--- src/rtl/core/key_click_hold_event_detector_unit_assert.svh ---
// Assertion macros shared by the key click and hold event detector RTL.
// Depends on nothing; included by files that carry concurrent checks.
`ifndef KEY_CLICK_HOLD_EVENT_DETECTOR_UNIT_ASSERT_SVH
`define KEY_CLICK_HOLD_EVENT_DETECTOR_UNIT_ASSERT_SVH

// Same-cycle implication, disabled while reset is asserted
`define KCHD_ASSERT_IMP(lbl, clk, rst_n, ante, cons, msg) \
  lbl: assert property (@(posedge clk) disable iff (!rst_n) (ante) |-> (cons)) \
    else $error(msg);

// Next-cycle implication, disabled while reset is asserted
`define KCHD_ASSERT_NXT(lbl, clk, rst_n, ante, cons, msg) \
  lbl: assert property (@(posedge clk) disable iff (!rst_n) (ante) |=> (cons)) \
    else $error(msg);

`endif

--- src/rtl/core/kchd_pkg.sv ---
// Shared types and constants for the key click and hold event detector.
// No dependencies; imported by every module of the block.
package kchd_pkg;

  // Per-key mode codes
  typedef enum logic [2:0] {
    MODE_RELEASE    = 3'd0,
    MODE_PREPRESS   = 3'd1,
    MODE_PRELONG    = 3'd2,
    MODE_LONGHOLD   = 3'd3,
    MODE_MULTICLICK = 3'd4
  } kchd_mode_t;

  // Configuration register indexes
  typedef enum logic [2:0] {
    CFG_POLL_PERIOD   = 3'd0,
    CFG_CLICK_THR     = 3'd1,
    CFG_HOLD_THR      = 3'd2,
    CFG_REPEAT_PERIOD = 3'd3,
    CFG_GAP_LIMIT     = 3'd4
  } kchd_cfg_idx_t;

  localparam int unsigned KEY_W    = 3;
  localparam int unsigned MODE_W   = 3;
  localparam int unsigned CNT_W    = 8;
  localparam int unsigned PERIOD_W = 8;
  localparam int unsigned THR_W    = 16;
  localparam int unsigned HOLD_W   = 16;
  localparam int unsigned CFG_W    = 16;

  localparam logic [PERIOD_W-1:0] POLL_PERIOD_RST   = 8'd1;
  localparam logic [THR_W-1:0]    CLICK_THR_RST     = 16'd20;
  localparam logic [THR_W-1:0]    HOLD_THR_RST      = 16'd1000;
  localparam logic [THR_W-1:0]    REPEAT_PERIOD_RST = 16'd200;
  localparam logic [THR_W-1:0]    GAP_LIMIT_RST     = 16'd300;

  localparam logic [CNT_W-1:0] CNT_MAX = 8'd255;

  // Event flags of one tick
  typedef struct packed {
    logic release_ev;
    logic multi_click;
    logic long_hold_end;
    logic hold_repeat;
    logic first_long;
    logic press;
  } kchd_evt_t;

  // Configuration values handed to the update logic
  typedef struct packed {
    logic [PERIOD_W-1:0] poll_period;
    logic [THR_W-1:0]    click_thr;
    logic [THR_W-1:0]    hold_thr;
    logic [THR_W-1:0]    repeat_period;
    logic [THR_W-1:0]    gap_limit;
  } kchd_cfg_t;

endpackage

--- src/rtl/core/kchd_state_ram.sv ---
// Per-key state memory: one write port, one registered read port.
// Entries carry valid bits so unwritten keys read as the all-zero reset record.
module kchd_state_ram import kchd_pkg::*; #(
  parameter int unsigned DEPTH = 8,
  parameter int unsigned WIDTH = 75,
  parameter int unsigned AW    = 3
) (
  input  logic             clk,
  input  logic             rst_n,
  input  logic             rd_en,
  input  logic [AW-1:0]    rd_addr,
  output logic [WIDTH-1:0] rd_data,
  input  logic             wr_en,
  input  logic [AW-1:0]    wr_addr,
  input  logic [WIDTH-1:0] wr_data
);

  logic [WIDTH-1:0] mem [DEPTH];
  logic [DEPTH-1:0] vld_r;
  logic [WIDTH-1:0] rd_q_r;
  logic             rd_vld_r;

  // Storage array write and registered read
  always_ff @(posedge clk) begin
    if (wr_en) begin
      mem[wr_addr] <= wr_data;
    end
    if (rd_en) begin
      rd_q_r <= mem[rd_addr];
    end
  end

  // Valid bits: cleared at reset, set on first write
  always_ff @(posedge clk) begin
    if (!rst_n) begin
      vld_r    <= '0;
      rd_vld_r <= 1'b0;
    end else begin
      if (wr_en) begin
        vld_r[wr_addr] <= 1'b1;
      end
      if (rd_en) begin
        rd_vld_r <= vld_r[rd_addr];
      end
    end
  end

  assign rd_data = rd_vld_r ? rd_q_r : '0;

endmodule

--- src/rtl/core/kchd_update.sv ---
// Next-state logic for one key: mode machine, timers, click count, events.
// Depends on kchd_pkg for mode codes, event and configuration structs.
module kchd_update import kchd_pkg::*; #(
  parameter int unsigned TIMER_BITS = 16
) (
  input  kchd_cfg_t             cfg,
  input  logic                  pressed,
  input  logic [MODE_W-1:0]     mode_i,
  input  logic [TIMER_BITS-1:0] press_i,
  input  logic [TIMER_BITS-1:0] gap_i,
  input  logic [TIMER_BITS-1:0] rep_i,
  input  logic [CNT_W-1:0]      cnt_i,
  input  logic [TIMER_BITS-1:0] hold_i,
  output logic [MODE_W-1:0]     mode_o,
  output logic [TIMER_BITS-1:0] press_o,
  output logic [TIMER_BITS-1:0] gap_o,
  output logic [TIMER_BITS-1:0] rep_o,
  output logic [CNT_W-1:0]      cnt_o,
  output logic [TIMER_BITS-1:0] hold_o,
  output kchd_evt_t             evt
);

  localparam int unsigned CW = (TIMER_BITS > THR_W) ? TIMER_BITS : THR_W;

  logic [TIMER_BITS:0]   press_sum;
  logic [TIMER_BITS:0]   gap_sum;
  logic [TIMER_BITS-1:0] press_sat;
  logic [TIMER_BITS-1:0] gap_sat;
  logic [TIMER_BITS-1:0] press_n;
  logic [TIMER_BITS-1:0] gap_n;
  logic [TIMER_BITS-1:0] reload;
  logic [TIMER_BITS-1:0] pp_t;
  logic                  over_click;
  logic                  over_hold;
  logic                  over_gap;
  kchd_mode_t            mode_n;

  // Saturating timer advance
  assign pp_t      = TIMER_BITS'(cfg.poll_period);
  assign press_sum = {1'b0, press_i} + (TIMER_BITS + 1)'(cfg.poll_period);
  assign gap_sum   = {1'b0, gap_i} + (TIMER_BITS + 1)'(cfg.poll_period);
  assign press_sat = press_sum[TIMER_BITS] ? '1 : press_sum[TIMER_BITS-1:0];
  assign gap_sat   = gap_sum[TIMER_BITS] ? '1 : gap_sum[TIMER_BITS-1:0];
  assign press_n   = pressed ? press_sat : '0;
  assign gap_n     = (mode_i == MODE_MULTICLICK) ? gap_sat : '0;
  assign reload    = TIMER_BITS'(cfg.repeat_period);

  // Threshold compares at a common width
  assign over_click = CW'(press_n) > CW'(cfg.click_thr);
  assign over_hold  = CW'(press_n) > CW'(cfg.hold_thr);
  assign over_gap   = CW'(gap_n) > CW'(cfg.gap_limit);

  // Mode machine
  always_comb begin
    mode_n = MODE_RELEASE;
    rep_o  = rep_i;
    cnt_o  = cnt_i;
    evt    = '0;
    case (mode_i)
      MODE_PREPRESS: begin
        mode_n = MODE_PREPRESS;
        if (!pressed) begin
          mode_n = MODE_RELEASE;
        end else if (over_click) begin
          mode_n    = MODE_PRELONG;
          evt.press = 1'b1;
        end
      end
      MODE_PRELONG: begin
        mode_n = MODE_PRELONG;
        if (!pressed) begin
          mode_n = MODE_MULTICLICK;
          if (cnt_i != CNT_MAX) begin
            cnt_o = cnt_i + CNT_W'(1);
          end
        end else if (over_hold) begin
          mode_n         = MODE_LONGHOLD;
          rep_o          = reload;
          evt.first_long = 1'b1;
        end
      end
      MODE_LONGHOLD: begin
        mode_n = MODE_LONGHOLD;
        // repeat countdown clamps at zero, reloads and fires once empty
        if (rep_i != '0) begin
          rep_o = (rep_i > pp_t) ? (rep_i - pp_t) : '0;
        end else begin
          rep_o           = reload;
          evt.hold_repeat = 1'b1;
        end
        if (!pressed) begin
          evt.long_hold_end = 1'b1;
          evt.release_ev    = 1'b1;
          mode_n            = MODE_RELEASE;
        end
      end
      MODE_MULTICLICK: begin
        mode_n = MODE_MULTICLICK;
        if (over_gap) begin
          evt.multi_click = 1'b1;
          evt.release_ev  = 1'b1;
          mode_n          = MODE_RELEASE;
        end else if (over_click) begin
          mode_n = MODE_PRELONG;
        end
      end
      default: begin
        // release, and any unused code
        cnt_o  = '0;
        mode_n = pressed ? MODE_PREPRESS : MODE_RELEASE;
      end
    endcase
  end

  assign mode_o  = mode_n;
  assign press_o = press_n;
  assign gap_o   = gap_n;
  assign hold_o  = (!pressed && mode_i == MODE_LONGHOLD) ? press_i : hold_i;

endmodule

--- src/rtl/core/key_click_hold_event_detector_unit.sv ---
// Key click / long-press event detector, top level.
// Input channel (in_t*): one polling tick per word; in_tdata[2:0] key index,
//   in_tdata[3] pressed level. Ticks for keys at or above NUM_KEYS are dropped.
// Output channel (out_t*): one event word per tick of a valid key, in order.
// Configuration: cfg_wen writes cfg_wdata to register cfg_addr (0 poll period,
//   1 click threshold, 2 hold threshold, 3 repeat period, 4 gap limit).
// Throughput: one tick per cycle while out_tready keeps the output flowing.
//   The key record is read from the state memory at the accepting edge,
//   updated in the update stage and loaded into the output register
//   together with the write-back once the output word can be replaced.
// A record written back in the same cycle the next tick of that key is read
//   is forwarded, so ticks of one key may follow each other back to back.
// Reset (rst_n low, synchronous): all keys return to release with cleared
//   timers and counts via per-entry valid bits, registers take their defaults,
//   both channels go empty; no clearing pass is needed.
// Stall: while out_tready is low the output word holds, one further tick
//   waits in the update stage and in_tready drops until the word is taken.
// Depends on kchd_pkg, kchd_state_ram, kchd_update.
`include "key_click_hold_event_detector_unit_assert.svh"
module key_click_hold_event_detector_unit import kchd_pkg::*; #(
  parameter int unsigned NUM_KEYS   = 8,
  parameter int unsigned TIMER_BITS = 16
) (
  input  logic                  clk,
  input  logic                  rst_n,
  // input: [2:0] key_index, [3] pressed, [7:4] zero
  input  logic                  in_tvalid,
  output logic                  in_tready,
  input  logic [7:0]            in_tdata,
  // output: [2:0] event_key, [3] press_event, [4] first_long_event,
  // [5] hold_repeat_event, [6] long_hold_end_event, [7] multi_click_event,
  // [8] release_event, [16:9] clicks_seen, [32:17] last_hold_time,
  // [35:33] key_state, [39:36] zero
  output logic                  out_tvalid,
  input  logic                  out_tready,
  output logic [39:0]           out_tdata,
  // configuration write port
  input  logic                  cfg_wen,
  input  logic [2:0]            cfg_addr,
  input  logic [CFG_W-1:0]      cfg_wdata
);

  localparam int unsigned AW    = (NUM_KEYS > 1) ? $clog2(NUM_KEYS) : 1;
  localparam int unsigned T     = TIMER_BITS;
  localparam int unsigned REC_W = MODE_W + 4 * T + CNT_W;
  localparam int unsigned HW    = (T > HOLD_W) ? T : HOLD_W;

  // record layout, low to high: mode, press, gap, repeat, count, hold
  localparam int unsigned PRESS_LSB = MODE_W;
  localparam int unsigned GAP_LSB   = PRESS_LSB + T;
  localparam int unsigned REP_LSB   = GAP_LSB + T;
  localparam int unsigned CNT_LSB   = REP_LSB + T;
  localparam int unsigned HOLD_LSB  = CNT_LSB + CNT_W;

  kchd_cfg_t        cfg_r;
  logic             in_acc;
  logic [KEY_W-1:0] in_key;
  logic             in_range;
  logic             rd_en;
  logic [AW-1:0]    rd_addr;
  logic [REC_W-1:0] rd_data;

  logic             s1_valid_r;
  logic [KEY_W-1:0] s1_key_r;
  logic             s1_p_r;
  logic             s1_inr_r;
  logic             s1_adv;
  logic             wr_en;
  logic [AW-1:0]    wr_addr;
  logic [REC_W-1:0] wr_data;
  logic             fwd_hit_r;
  logic [REC_W-1:0] fwd_data_r;
  logic [REC_W-1:0] rec;

  logic [MODE_W-1:0] mode_n;
  logic [T-1:0]      press_n;
  logic [T-1:0]      gap_n;
  logic [T-1:0]      rep_n;
  logic [CNT_W-1:0]  cnt_n;
  logic [T-1:0]      hold_n;
  kchd_evt_t         evt;
  logic [HW-1:0]     hold_w;

  logic              out_tvalid_r;
  logic [39:0]       out_tdata_r;
  logic [39:0]       out_tdata_nxt;

  // Configuration registers
  always_ff @(posedge clk) begin
    if (!rst_n) begin
      cfg_r.poll_period   <= POLL_PERIOD_RST;
      cfg_r.click_thr     <= CLICK_THR_RST;
      cfg_r.hold_thr      <= HOLD_THR_RST;
      cfg_r.repeat_period <= REPEAT_PERIOD_RST;
      cfg_r.gap_limit     <= GAP_LIMIT_RST;
    end else if (cfg_wen) begin
      case (cfg_addr)
        CFG_POLL_PERIOD:   cfg_r.poll_period   <= cfg_wdata[PERIOD_W-1:0];
        CFG_CLICK_THR:     cfg_r.click_thr     <= cfg_wdata[THR_W-1:0];
        CFG_HOLD_THR:      cfg_r.hold_thr      <= cfg_wdata[THR_W-1:0];
        CFG_REPEAT_PERIOD: cfg_r.repeat_period <= cfg_wdata[THR_W-1:0];
        CFG_GAP_LIMIT:     cfg_r.gap_limit     <= cfg_wdata[THR_W-1:0];
        default: ;
      endcase
    end
  end

  // Accept stage: issue the memory read for in-range keys
  assign in_key   = in_tdata[KEY_W-1:0];
  assign in_range = int'(in_key) < NUM_KEYS;
  assign in_acc   = in_tvalid && in_tready;
  assign rd_en    = in_acc && in_range;
  assign rd_addr  = AW'(in_key);

  // Update stage handshake: out-of-range ticks drop right away
  assign wr_en     = s1_valid_r && s1_inr_r && (!out_tvalid_r || out_tready);
  assign s1_adv    = s1_valid_r && (!s1_inr_r || !out_tvalid_r || out_tready);
  assign in_tready = !s1_valid_r || s1_adv;
  assign wr_addr   = AW'(s1_key_r);

  always_ff @(posedge clk) begin
    if (!rst_n) begin
      s1_valid_r <= 1'b0;
      fwd_hit_r  <= 1'b0;
    end else begin
      if (in_acc) begin
        s1_valid_r <= 1'b1;
      end else if (s1_adv) begin
        s1_valid_r <= 1'b0;
      end
      if (rd_en) begin
        fwd_hit_r <= wr_en && (wr_addr == rd_addr);
      end
    end
  end

  always_ff @(posedge clk) begin
    if (in_acc) begin
      s1_key_r <= in_key;
      s1_p_r   <= in_tdata[KEY_W];
      s1_inr_r <= in_range;
    end
    if (rd_en) begin
      fwd_data_r <= wr_data;
    end
  end

  // State memory
  kchd_state_ram #(
    .DEPTH (NUM_KEYS),
    .WIDTH (REC_W),
    .AW    (AW)
  ) u_ram (
    .clk     (clk),
    .rst_n   (rst_n),
    .rd_en   (rd_en),
    .rd_addr (rd_addr),
    .rd_data (rd_data),
    .wr_en   (wr_en),
    .wr_addr (wr_addr),
    .wr_data (wr_data)
  );

  // Forward the record written while this key was being read
  assign rec = fwd_hit_r ? fwd_data_r : rd_data;

  kchd_update #(
    .TIMER_BITS (T)
  ) u_update (
    .cfg     (cfg_r),
    .pressed (s1_p_r),
    .mode_i  (rec[MODE_W-1:0]),
    .press_i (rec[PRESS_LSB +: T]),
    .gap_i   (rec[GAP_LSB +: T]),
    .rep_i   (rec[REP_LSB +: T]),
    .cnt_i   (rec[CNT_LSB +: CNT_W]),
    .hold_i  (rec[HOLD_LSB +: T]),
    .mode_o  (mode_n),
    .press_o (press_n),
    .gap_o   (gap_n),
    .rep_o   (rep_n),
    .cnt_o   (cnt_n),
    .hold_o  (hold_n),
    .evt     (evt)
  );

  assign wr_data = {hold_n, cnt_n, rep_n, gap_n, press_n, mode_n};
  assign hold_w  = HW'(hold_n);

  // Output word packing
  always_comb begin
    out_tdata_nxt        = '0;
    out_tdata_nxt[2:0]   = s1_key_r;
    out_tdata_nxt[3]     = evt.press;
    out_tdata_nxt[4]     = evt.first_long;
    out_tdata_nxt[5]     = evt.hold_repeat;
    out_tdata_nxt[6]     = evt.long_hold_end;
    out_tdata_nxt[7]     = evt.multi_click;
    out_tdata_nxt[8]     = evt.release_ev;
    out_tdata_nxt[16:9]  = cnt_n;
    out_tdata_nxt[32:17] = hold_w[HOLD_W-1:0];
    out_tdata_nxt[35:33] = mode_n;
  end

  // Output register
  always_ff @(posedge clk) begin
    if (!rst_n) begin
      out_tvalid_r <= 1'b0;
    end else if (wr_en) begin
      out_tvalid_r <= 1'b1;
    end else if (out_tready) begin
      out_tvalid_r <= 1'b0;
    end
  end

  always_ff @(posedge clk) begin
    if (wr_en) begin
      out_tdata_r <= out_tdata_nxt;
    end
  end

  assign out_tvalid = out_tvalid_r;
  assign out_tdata  = out_tdata_r;

  // Checks
  `KCHD_ASSERT_IMP(a_stall_blocks_input, clk, rst_n, s1_valid_r && !s1_adv, !in_tready, "input taken while update stage stalled")
  `KCHD_ASSERT_NXT(a_read_enters_stage, clk, rst_n, rd_en, s1_valid_r && s1_inr_r, "memory read without a tick in the update stage")
  `KCHD_ASSERT_IMP(a_out_from_write, clk, rst_n, $rose(out_tvalid_r), $past(wr_en), "output word without a record write-back")

endmodule
--- config.mk ---
export PLATFORM = sky130hd
export DESIGN_NAME = key_click_hold_event_detector_unit
export DESIGN_NICKNAME = d
export VERILOG_FILES = /design/src/rtl/core/kchd_pkg.sv /design/src/rtl/core/kchd_state_ram.sv /design/src/rtl/core/kchd_update.sv /design/src/rtl/core/key_click_hold_event_detector_unit.sv
export VERILOG_INCLUDE_DIRS = /design/src /design/src/rtl/core
export SDC_FILE = /design/constraint.sdc
export NUM_CORES = 1
export LEC_CHECK = 0
export BUFFER_PORTS_ARGS = -buffer_cell sky130_fd_sc_hd__buf_2
export CORE_ASPECT_RATIO = 1.75
export CORE_UTILIZATION = 62
export DETAILED_ROUTE_END_ITERATION = 16
export PLACE_DENSITY = 0.79
export SETUP_SLACK_MARGIN = 0.05
export SLEW_MARGIN = 20
export SYNTH_ARGS = -nofsm -noshare
export SYNTH_HDL_FRONTEND = slang
export SYNTH_SLANG_ARGS = --single-unit
export TNS_END_PERCENT = 20
--- constraint.sdc ---
create_clock -name clk -period 9.37 [get_ports clk]
set_input_delay 0.4685 -clock clk [delete_from_list [all_inputs] [get_ports clk]]
set_output_delay 0.4685 -clock clk [all_outputs]
set_load 0.05 [all_outputs]
==> run metrics <==
status finished, final reports clean; most frequent cells in the layout edfxtp_1, nand2_1, mux4_2; I/O Buffers 65; Max FO, Critical Path 26; Post-Route Setup TNS 0 ps; RSZ-0062 raised after global routing no; htree depth 3; Synth cell types 79; Synth Area in Simple Gates 0.04762; Hold Path Class in -> reg; share of cells above drive strength 1 0.2089; Longest Clk Path Bufs 3; GPL Wtd Cong slightly below 0.9; final core utilization 0.6934; Max Fclk 0.1328 GHz; Worst Path Arrival 7850 ps; syn_area_per_cell ~17 um2; drt drc 0; worst vdd ir around 190 uV; P_leak roughly 13 nW; die area just under 60000 um2; crit path max-delay cell type a21oi_1; vias in the first global route 20560; Final Hold Viols 0; Compound-Gate Fraction of Synth Area 0.07053; critical path's top delay family compound AO/OA/AOI/OAI gates; Post-CTS Setup Bufs 0; Rel. slew slack 0.2569; Power Density a little over 200 nW/um2; Syn Inst Count roughly 2100; Clk Latency, worst-skew pair about 630 ps; number of placed I/O pins 74; final WL between 70000 and 80000 um; aggregate global routing overflow 0; mapped cell area 35940 um2; CP required around 9700 ps; clk sinks around 900; max_cap viols 0; sequential share of the synthesized area 0.7068; Async S/R FF share, synth 0; first-pass detailed-route iteration total 5; initial antenna violation count 3; Final Cycle Share 0.8036; Initial Util 0.6285; Post-DP HPWL 46040 um; Final #Nets ~2300; Post-synth top flop edfxtp_1; fin crit period about 7500 ps; crit end category flop; CP startpoint kind flop; Num CTS Buffers 74; commonest non-fill, non-tap cell in the layout edfxtp_1; worst stage delay on the critical path ~700 ps; clock skew between 20 and 30 ps; Setup CP Type reg -> reg; Post-Synth XOR/XNOR Area 0.008041; Post-Synth Adder-Cell Area 0.02743; drt wl/cell approximately 26 um; Critical Path Most Common Cell ha_1; hold_buf cts 0; multiplexer share of the synthesized area 0.1199; Final ANT Viol Nets 0; Yosys Warn Count 0; Die Width about 180 um; row cnt about 120; Vias/cell 6.516; total power draw approximately 0.008 W; Clock Tree Root clkbuf_16; Area Overhead vs Synth 10.33%; Setup-failing EPs final 0; Clock Pin Slew Worst Setup and Hold Paths approximately 70 ps; post-CTS sizing 0; 1st-iter DRT viols 2051; Post-synth EDFFs 790; Worst Path Buf+Inv 1; actual slew at the worst max-slew pin 1115 ps; synthesis-stage register bit count between 800 and 900; critical path cell sequence nor2b_4, a22o_1, ha_1, inv_1, fa_1, nand3b_1, a21boi_0, o21ai_0, a211oi_1, nand2_1, a21oi_1, ha_1, and4_1, a2111oi_0, nor4_1, o311a_1, a21boi_2, o21ba_2, o211ai_1; largest net degree at the start of global routing 100; routed via count approximately 20000; combinational family with the most area after synthesis multiplexers; first-pass GRT wire length about 120000 um; diodes inserted 0; core area between 50000 and 60000 um2; count of pins over their slew limit 0; CTS tree yes; Die H 320.5 um; Total Routing Usage GR 0.2800
-- sequential cells by signal, indices dropped and copies added, names as in the netlist --
name,cells
u_ram.mem,600
out_tdata,36
u_ram.rd_q_r,75
u_ram.rd_vld_r,1
s1_valid_r,1
s1_p_r,1
fwd_data_r,75
fwd_hit_r,1
u_ram.vld_r,8
s1_key_r,3
cfg_r,72
out_tvalid,1
-- cell type report --
type | instances | area, um2
repair buffers | 101 | 614.3
clock inverters | 50 | 568.0
multi-input cells | 1067 | 9927
fillers | 3635 | 17530
flip-flops and latches | 874 | 25410
well taps | 767 | 959.7
inverters | 71 | 266.5
clock buffers | 87 | 1911
-- cell usage after synthesis (20+ instances only) --
cell      count  area, um2
nand3_1      28      140.1
clkbuf_1     66      247.7
nand2_1     189      709.4
inv_1        70      262.8
o211ai_1     22      165.2
a22oi_1      36      270.3
mux4_2      152       3423
buf_1        21      78.83
o21ai_0      39      195.2
ha_1         74      925.9
dfxtp_1      84       1682
nor3_1       20      100.1
a22o_1       33      289.0
a21boi_0     58      435.4
a21oi_1      60      300.3
mux2_2       76      855.8
edfxtp_1    790      23720
nor2_1       45      168.9
-- per-layer routing --
layer / part of all wire / routed length (um) / vias up / GRT usage
met3: 0.065 / 5180 / 218 / 0.04133
li1: - / - / 8502 / -
met2: 0.53 / 41820 / 872 / 0.4871
met1: 0.36 / 28860 / 10060 / 0.3417
met5: 0.00026 / 21 / - / 0
met4: 0.044 / 3520 / 4 / 0.1363
-- cell families after synthesis --
group | count (synthesis)
other | 1
AO/OA/AOI/OAI | 353
AND/OR/NAND/NOR | 369
adder cells (fa/ha/maj) | 77
multiplexers | 231
buffers and inverters | 177
XOR/XNOR | 33
flip-flops | 874
-- stage by stage --
stage | setup slack (ps) | hold WS (ps) | cell area (um2) | std cells
6_report | 1840 | 47.95 | 39650 | 3017
5_1_grt | 1418 | 28.94 | 39650 | 3017
4_1_cts | 1996 | 21.06 | 39630 | 3017
3_5_place_dp | 2069 | 454.8 | 37150 | 2880
3_3_place_gp | 2290 | 441.8 | 37150 | 2880
2_1_floorplan | 601.2 | 435.4 | 35950 | 2118
-- where the power goes --
group | internal, W | total [W] | leakage, nW | switching, W
sequential | 0.00433 | 0.00436 | 8.21 | 0.0000358
clock | 0.00180 | 0.00317 | 1.21 | 0.00137
combinational | 0.000170 | 0.000456 | 4.07 | 0.000286
total | 0.00630 | 0.00799 | 13.5 | 0.00169
-- worst paths after layout --
kind | start | to | slack (ps) | cells past startpoint
setup / recovery | fwd_hit_r$_SDFFE_PN0P_ | u_ram.mem[0][46]$_DFFE_PP_ | 1840 | 19
hold / removal | in_tdata[3] | s1_p_r$_DFFE_PP_ | 50 | 1
setup reg to reg | fwd_hit_r$_SDFFE_PN0P_ | u_ram.mem[0][46]$_DFFE_PP_ | 1840 | 19
hold reg to reg | cfg_r[59]$_SDFFE_PN0P_ | cfg_r[59]$_SDFFE_PN0P_ | 470 | 2
Note: power is estimated with default switching activity, not from simulation.
